==> config.mk <==
export PLATFORM = sky130hd
export DESIGN_NAME = ght_ram
export DESIGN_NICKNAME = d
export VERILOG_FILES = /design/src/rtl/ght_ram.sv
export SDC_FILE = /design/constraint.sdc
export NUM_CORES = 1
export LEC_CHECK = 0
export BUFFER_PORTS_ARGS = -buffer_cell sky130_fd_sc_hd__buf_2
export CORE_ASPECT_RATIO = 0.8
export CORE_MARGIN = 1
export CORE_UTILIZATION = 45
export DETAILED_ROUTE_END_ITERATION = 16
export PLACE_DENSITY = 0.59
export SYNTH_ARGS = -nofsm -noshare
export SYNTH_HDL_FRONTEND = slang
export SYNTH_SLANG_ARGS = --single-unit
==> constraint.sdc <==
create_clock -name i_clk -period 2 [get_ports i_clk]
set_clock_uncertainty 0.05 [all_clocks]
set_input_delay 0.2 -clock i_clk [delete_from_list [all_inputs] [get_ports i_clk]]
set_output_delay 0.2 -clock i_clk [all_outputs]
set_load 0.01 [all_outputs]
==> src/rtl/ght_ram.sv <==
`timescale 1ns / 1ps

module ght_ram #(
    parameter int WIDTH = 8,
    parameter int DEPTH = 16
) (
    input  logic                     i_clk,
    input  logic                     i_we,
    input  logic [$clog2(DEPTH)-1:0] i_waddr,
    input  logic [WIDTH-1:0]         i_wdata,
    input  logic                     i_re,
    input  logic [$clog2(DEPTH)-1:0] i_raddr,
    output logic [WIDTH-1:0]         o_rdata
);

    logic [WIDTH-1:0] r_mem [DEPTH];
    logic [WIDTH-1:0] r_rdata;

    always_ff @(posedge i_clk) begin
        if (i_we) begin
            r_mem[i_waddr] <= i_wdata;
        end
        if (i_re) begin
            r_rdata <= r_mem[i_raddr];
        end
    end

    assign o_rdata = r_rdata;

endmodule

==> summary.txt <==
YS warnings: 0
FMAX: 635 MHz
Synth Register Bits: 136
area added between synthesis and finish: 20.1%
Final Util: 0.565
RSZ-0062 raised after global routing: no
syn_area_per_cell: 22.8 um^2
largest family of logic cells by synthesized area: multiplexers
IO buf count: 26
post-route setup TNS: 0 ns
cell area after synthesis: 0.00523 mm^2
postcts setup bufs: 0
initial antenna violation count: 0
Vias/cell: 5.55
die width: 123 um
Seq/Total Area, Yosys: 0.781
core area: 0.0111 mm^2
Inserted Diodes: 0
Peak VDD IR: 0.726 mV
Vias: 2458
cell at the root of the clock tree: clkbuf_16
clk sink count: 136
DIE AREA: 0.0121 mm^2
Crit path arrival time: 1.68 ns
Setup crit start: r_mem[0][0]
antenna viol nets, final: 0
TritonCTS clock tree: built
crit path time final: 1.58 ns
Post-Syn Instances: 229
CP required: 2.11 ns
reg2reg start: r_mem[0][0]
slew of the pin with the lowest slew margin: 0.643 ns
row cnt: 34
Setup crit start kind: register
DRC: 0
Post-synth EDFFs: 136
Finished Layout Cells: 443
IO Count: 27
Syn Nets: 248
Worst slew margin: 0.570
commonest register cell after synthesis: edfxtp_1
vias in the first global route: 2449
first-pass iteration count of the detailed router: 4
Nets: 305
Crit. End Element: register
GPL Wtd Cong: 0.716
first-pass GRT wire length: 15.8 mm
count leader, synth: edfxtp_1
Clk Latency, worst-skew pair: 0.41 ns
GRT Resource Usage Total: 0.195
crit-path max FO: 1
Hold Crit Class: in -> reg
xor/xnor share of the synthesized area: 0
Post-Synth Adder-Cell Area: 0
Initial Utilization: 0.471
initial DRC count: 202
share of the synthesized area in the top cell type: 0.781
MaxCap Viol Count: 0
gr ovfl total: 0
DR WL/cell: 23.6 um
Commonest cells post-synth: edfxtp_1 (136), mux4_2 (18), a22oi_1 (16)
max-slew violation count: 0
Setup CP Type: reg -> reg
CTS Hold Bufs: 0
Leak: 0.00213 uW
fraction of registers with async set/reset: 0
final setup fails: 0
Synth area leaders: edfxtp_1 (78%), mux4_2 (7.8%), mux4_1 (7.0%)
Post-Route WL: 10.5 mm
mux contribution to synthesized area: 0.148
Die Height: 98.4 um
DP Wirelength: 6.76 mm
Tcrit/Tclk final: 0.788
Synth Area in Simple Gates: 0.0314
Hold Crit Start: i_re
CTS Buffer Depth: 2
compound-cell area share of the yosys netlist: 0.0230
pwr dens: 1090 mW/mm^2
Yosys top cell by area: edfxtp_1
ratio of cells with drive above 1 in the final layout: 0.318
status: complete, no violations
CTS clk-pin slew, worst paths: 0.06 ns
largest net degree at the start of global routing: 21
CTS buffer count: 17
Hold Violations, Final: 0
Overall Power: 6860 uW
placed insts: 411
Cell variety after synth: 18
H-tree Lvls: 4
post-CTS sizing: 0
worst max-delay path, cell delays in order, from the launching register on:
cell and delay (ns):
edfxtp_1 0.36, mux4_1 0.54, a22oi_1 0.29, nand2_1 0.09
power breakdown:
part	leakage, uW	switching [uW]	total, uW	internal [uW]
clock network	0.000295	1120	3320	2190
logic	0.000598	185	315	130
registers	0.00124	16.5	3230	3210
routing by layer:
| layer | share of wire | up-vias | GRT usage |
|---|---|---|---|
| met2 | 0.45 | 82 | 0.268 |
| met4 | 0.0089 | 0 | 0.0591 |
| met5 | 0 | - | 0 |
| met1 | 0.47 | 1271 | 0.298 |
| met3 | 0.075 | 9 | 0.0619 |
| li1 | - | 1096 | - |
cell families after synthesis:
group | after synthesis
compound gates | 16
buf+inv | 10
mux | 32
flops | 136
simple gates | 35
path summary, 6_finish.rpt:
check	to	slack, ns	depth (start not counted)
min	o_rdata[5]	0.1	1
max	o_rdata[0]	0.42	3
min reg2reg	o_rdata[1]	0.72	3
max reg2reg	o_rdata[0]	0.42	3
stage by stage:
stage          hold WS (ns)  setup WS [ns]  area [um^2]
5_1_grt              0.0885          0.373         6280
3_3_place_gp          0.522          0.143         5640
3_5_place_dp          0.525          0.144         5640
4_1_cts              0.0931          0.399         6280
6_report             0.0992          0.425         6280
2_1_floorplan         0.249          0.257         5230
sequential cells by signal (all words and copies together), names as in the netlist:
register  count
r_mem       128
o_rdata       8
cell usage in the layout (no fill, tap or decap):
| cell type | count |
|---|---|
| buf_2 | 26 |
| nand3b_1 | 2 |
| buf_12 | 2 |
| clkbuf_1 | 1 |
| a22oi_1 | 16 |
| nand2_1 | 9 |
| nand3_1 | 1 |
| nor2_1 | 13 |
| clkbuf_16 | 17 |
| mux4_1 | 14 |
| nand2b_1 | 2 |
| edfxtp_1 | 136 |
| clkinv_4 | 1 |
| and2b_1 | 1 |
| nor3_1 | 4 |
| bufinv_16 | 5 |
| clkinv_1 | 3 |
| clkinvlp_4 | 4 |
| mux4_2 | 18 |
| or3b_2 | 1 |
| and2_1 | 1 |
| clkinv_2 | 1 |
| buf_4 | 20 |
| nor2b_1 | 1 |
final cells by class:
type | instances | area [um^2]
fill | 823 | 4830
sequential | 136 | 4080
multi-input combinational | 83 | 1060
clock buffer | 18 | 429
timing repair buffer | 48 | 320
clock inverter | 14 | 205
tap | 144 | 180
Power figures use the tool's default switching activity.
