--- config.mk ---
export PLATFORM = sky130hd
export DESIGN_NAME = ght_out_reg_flat
export DESIGN_NICKNAME = d
export VERILOG_FILES = /design/src/rtl/ght_pkg.sv /design/src/rtl/ght_out_if.sv /design/src/rtl/ght_out_reg.sv /design/src/flat_wrapper.sv
export SDC_FILE = /design/constraint.sdc
export NUM_CORES = 1
export LEC_CHECK = 0
export BUFFER_PORTS_ARGS = -buffer_cell sky130_fd_sc_hd__buf_2
export CAP_MARGIN = 20
export CELL_PAD_IN_SITES_DETAIL_PLACEMENT = 0
export CELL_PAD_IN_SITES_GLOBAL_PLACEMENT = 1
export CORE_UTILIZATION = 36
export CTS_BUF_LIST = sky130_fd_sc_hd__clkbuf_2
export DETAILED_ROUTE_END_ITERATION = 8
export GPL_TIMING_DRIVEN = 0
export PLACE_DENSITY = 0.83
export SYNTH_ARGS = -nofsm -noshare
export SYNTH_HDL_FRONTEND = slang
export SYNTH_SLANG_ARGS = --single-unit
--- constraint.sdc ---
create_clock -name i_clk -period 1 [get_ports i_clk]
set_clock_uncertainty 0.05 [all_clocks]
set_input_delay 0.05 -clock i_clk [delete_from_list [all_inputs] [get_ports i_clk]]
set_output_delay 0.05 -clock i_clk [all_outputs]
set_load 0.01 [all_outputs]
--- src/rtl/ght_pkg.sv ---
`timescale 1ns / 1ps

package ght_pkg;

    localparam int SLOTS   = 1024;
    localparam int SLOT_W  = $clog2(SLOTS);
    localparam int CNT_W   = $clog2(SLOTS + 1);
    localparam int GEN_W   = 32;
    localparam int DENSE_W = 16;

    typedef enum logic [1:0] {
        KIND_ALLOC   = 2'd0,
        KIND_RESOLVE = 2'd1,
        KIND_UPDATE  = 2'd2,
        KIND_RELEASE = 2'd3
    } t_kind;

    typedef enum logic [1:0] {
        ST_OK    = 2'd0,
        ST_FULL  = 2'd1,
        ST_STALE = 2'd2,
        ST_RANGE = 2'd3
    } t_status;

    // one slot entry: generation and dense index kept in the same word
    typedef struct packed {
        logic [GEN_W-1:0]   gen;
        logic [DENSE_W-1:0] dense;
    } t_entry;

    typedef struct packed {
        t_status            status;
        logic [SLOT_W-1:0]  slot;
        logic [GEN_W-1:0]   gen;
        logic [DENSE_W-1:0] dense;
    } t_res;

endpackage

--- src/rtl/ght_out_if.sv ---
`timescale 1ns / 1ps

interface ght_out_if;
    logic        valid;
    logic        ready;
    logic [1:0]  status;
    logic [9:0]  out_slot;
    logic [31:0] out_generation;
    logic [15:0] out_dense;

    modport source (output valid, status, out_slot, out_generation, out_dense,
                    input ready);
    modport sink   (input valid, status, out_slot, out_generation, out_dense,
                    output ready);
endinterface

--- src/rtl/ght_out_reg.sv ---
`timescale 1ns / 1ps

module ght_out_reg (
    input  logic              i_clk,
    input  logic              i_rst_n,
    input  logic              i_load,
    input  ght_pkg::t_res     i_res,
    output logic              o_free,
    ght_out_if.source         o_out
);

    logic          r_valid;
    ght_pkg::t_res r_res;

    assign o_free = !r_valid || o_out.ready;

    always_ff @(posedge i_clk) begin
        if (!i_rst_n) begin
            r_valid <= 1'b0;
        end else if (i_load) begin
            r_valid <= 1'b1;
        end else if (o_out.ready) begin
            r_valid <= 1'b0;
        end
    end

    always_ff @(posedge i_clk) begin
        if (i_load) begin
            r_res <= i_res;
        end
    end

    assign o_out.valid          = r_valid;
    assign o_out.status         = r_res.status;
    assign o_out.out_slot       = r_res.slot;
    assign o_out.out_generation = r_res.gen;
    assign o_out.out_dense      = r_res.dense;

endmodule

--- src/flat_wrapper.sv ---
// flat-port wrapper written by rule: the top's interface ports become plain ports
module ght_out_reg_flat 
  (i_clk, i_rst_n, i_load, i_res, o_free, o_out_valid, o_out_status, o_out_out_slot, o_out_out_generation, o_out_out_dense, o_out_ready);
  ght_out_if o_out_i ();
  input  logic i_clk;
  input  logic i_rst_n;
  input  logic i_load;
  input  ght_pkg::t_res i_res;
  output logic o_free;
  output wire logic [$bits(o_out_i.valid)-1:0] o_out_valid;
  output wire logic [$bits(o_out_i.status)-1:0] o_out_status;
  output wire logic [$bits(o_out_i.out_slot)-1:0] o_out_out_slot;
  output wire logic [$bits(o_out_i.out_generation)-1:0] o_out_out_generation;
  output wire logic [$bits(o_out_i.out_dense)-1:0] o_out_out_dense;
  input wire logic [$bits(o_out_i.ready)-1:0] o_out_ready;
  assign o_out_valid = o_out_i.valid;
  assign o_out_status = o_out_i.status;
  assign o_out_out_slot = o_out_i.out_slot;
  assign o_out_out_generation = o_out_i.out_generation;
  assign o_out_out_dense = o_out_i.out_dense;
  assign o_out_i.ready = o_out_ready;
  ght_out_reg u_core (.i_clk(i_clk), .i_rst_n(i_rst_n), .i_load(i_load), .i_res(i_res), .o_free(o_free), .o_out(o_out_i));
endmodule
==> summary.md <==
Traced cell by cell, the critical path runs through buf_2. In this run, synthesis produced a sequential element count of 61. The final critical path takes up 117% of the cycle. Leaving out fill and tap cells, the most frequent cell in the layout is buf_2. The buffers plus inverters on the worst setup path is 1. The average wire per standard cell works out to 15.6 um. Fill cells in the final layout number 308.

The final reports fail on negative hold slack, negative setup slack. In the layout the commonest cells are buf_2, dlygate4sd3_1, edfxtp_1. The run finished, with violations left. For the number of placed instances, taps included, the log shows 257.

The tools report the initial antenna violation count as 0. In this design, the stage delay of the slowest critical-path cell is 0.44 ns. Post-cts hold buffer count: 61. Yosys printed 0 warnings. The final layout contains 327 nets. The final hold violation count is 1, and the total count of max-transition violations in the final report is 0.

For the worst setup path, the data arrival time is 1.07 ns. In the synthesized netlist, the number of instances is 64. In this run the number of H-tree levels came out at 3. The initial utilization of the core area, before any placement, comes to 38.2%. The number of clock buffers added by TritonCTS is 9.

The family of cells with the greatest summed delay on the critical path was flip-flops. Global routing used 20.4% of the available tracks. The highest-delay cell along the critical path is edfxtp_1.

Dividing total power by cell area gives a power density of 1700 nW/um2. For the source-to-sink clock delay at the later pin of the worst-skew pair, the log shows 0.46 ns. Overall power consumption after layout is estimated at 5.77 mW.

The tools report the final worst slack as -0.171 ns. The worst setup path is launched from a flop. For the final routed database, the setup TNS stands at -6.60 ns.

For the pin with the worst max-slew slack, the measured transition is 0.732 ns. The logs give 2580 um2 for the area after detailed placement and 62 for the number of endpoints failing setup at the final stage. The path class of the tightest hold or removal check is in2reg. For this run, the share of the core covered by cells in the final layout is 69.8%.

The number of different library cells used by synthesis comes to 5. The worst path in the final design needs a cycle of 1.17 ns, including I/O delays and setup. For the total iterations of the first detailed-routing run, the log shows 4. The count of boundary I/O pins came out at 126. Setup repair after global routing could not meet its margin everywhere. The total inserted antenna cells came out at 0.

In this run the cell area of the synthesized design comes to 1850 um2. The remaining global-route overflow was 0. The routed layout has 1,424 vias. The count of port buffers added during placement is 125. The area of the die came out at 5430 um2. The tools report the worst slew margin relative to its limit as 51.2%.

The via count of the first global-routing pass came out at 1,547. Clock tree synthesis selected as its root buffer the cell clkbuf_2. For the largest net degree at the start of global routing, the log shows 33.

At the end of routability-driven placement, the weighted congestion stood at 0.670. The placement-stage worst setup slack came out at -0.276 ns. In this run the core area contains 25 standard-cell rows. The worst-case IR drop observed on VDD is 1060 uV. The run gives 2650 um as the detailed placement HPWL. The clock transition at the register clock pins on the worst setup and hold paths after CTS works out to 0.20 ns. After detailed routing, the number of remaining DRC violations is 0.

The run gives 3390 um2 as the final cell area excluding filler cells. The analysis attributes to cell leakage a power of 1.47 nW. The violation count after the first detailed-routing iteration came out at 44.

Sequential elements use 98.4% of the synthesized area. The clock passes through at most 2 buffers. The residual antenna-violating net count after detailed routing was 0; the horizontal extent of the die was 73.7 um.

In the final layout, the share of cells above drive strength 1 is 54.1%. For the final cell count without fillers, the log shows 335. The peak fanout along the critical path works out to 1. The tools report the worst slack on hold paths as -0.0737 ns. STA classifies the critical path endpoint as a primary output. The final layout contains routed wiring with a total length of 5230 um. A synthesized cell averages 28.9 um2.

The run gives 7290 um as the global-route wire length before repair. Across the run, the number of max-cap violations was 0. The area growth from synthesis to layout is 83.0%. The die is 73.7 um tall.

The vias per cell came out at 4.25. When the netlist entered floorplanning its net count stood at 128. At the worst endpoint, the required time is 0.90 ns.

The tree built by TritonCTS fans out to 61 sinks. The critical path in this run is classified as reg2out. The core region area was 4850 um2; the maximum clock frequency was 854 MHz. TritonCTS built the clock tree.
==> cells by family after synthesis <==
family          synth area share (%)
flops                           98.4
simple gates                   0.744
compound gates                 0.608
buf+inv                        0.203
==> state kept, by name, indices dropped and copies added, names as in the netlist <==
name                         cells
u_core.o_out.out_dense          16
u_core.o_out.out_slot           10
u_core.o_out.status              2
u_core.o_out.valid               1
u_core.o_out.out_generation     32
==> timing repair <==
action                                  CTS  global route
endpoints found under the setup margin   62            62
resized for setup                         4             3
endpoints found under the hold margin    61             1
setup buffers                             0             1
==> final cells by class <==
class                   instances  area, um2  area share (%)
clock inverters                 7        114            3.36
clock buffers                   9       45.0            1.33
repair buffers                188       1290            38.1
well taps                      67       83.8            2.48
inverters                       1       3.75           0.111
multi-input cells               2       25.0           0.739
flip-flops and latches         61       1830            53.9
==> cell usage after synthesis <==
| cell type | n | area share, % |
|---|---|---|
| nand2b_4 | 1 | 0.74 |
| dfxtp_1 | 1 | 1.1 |
| edfxtp_1 | 60 | 97 |
| inv_1 | 1 | 0.20 |
| a21boi_2 | 1 | 0.61 |
==> metal layers <==
metal | vias up | routed length, um | share of wire, % | track usage (%)
met5 | - | 0 | 0 | 0
met4 | 0 | 134 | 2.6 | 13.0
met3 | 10 | 437 | 8.4 | 8.64
met2 | 92 | 2720 | 52 | 33.6
met1 | 664 | 1940 | 37 | 21.2
li1 | 658 | - | - | -
==> power breakdown <==
group / internal (mW) / leakage [nW] / switching [mW]
Sequential: 3.03 / 0.596 / 0.0574
Clock: 1.06 / 0.0856 / 0.912
Combinational: 0.395 / 0.785 / 0.311
==> final timing paths <==
| check | from | endpoint | slack (ns) | cells past startpoint |
|---|---|---|---|---|
| worst min-delay path | o_out_ready | u_core.o_out.valid | -0.07 | 4 |
| worst min register to register | u_core.o_out.valid | u_core.o_out.valid | 0.58 | 3 |
| worst max-delay path | u_core.o_out.out_generation[1] | o_out_out_generation[1] | -0.17 | 1 |
| worst max register to register | u_core.o_out.valid | u_core.o_out.valid | 0.18 | 3 |
Power figures use the tool's default switching activity.
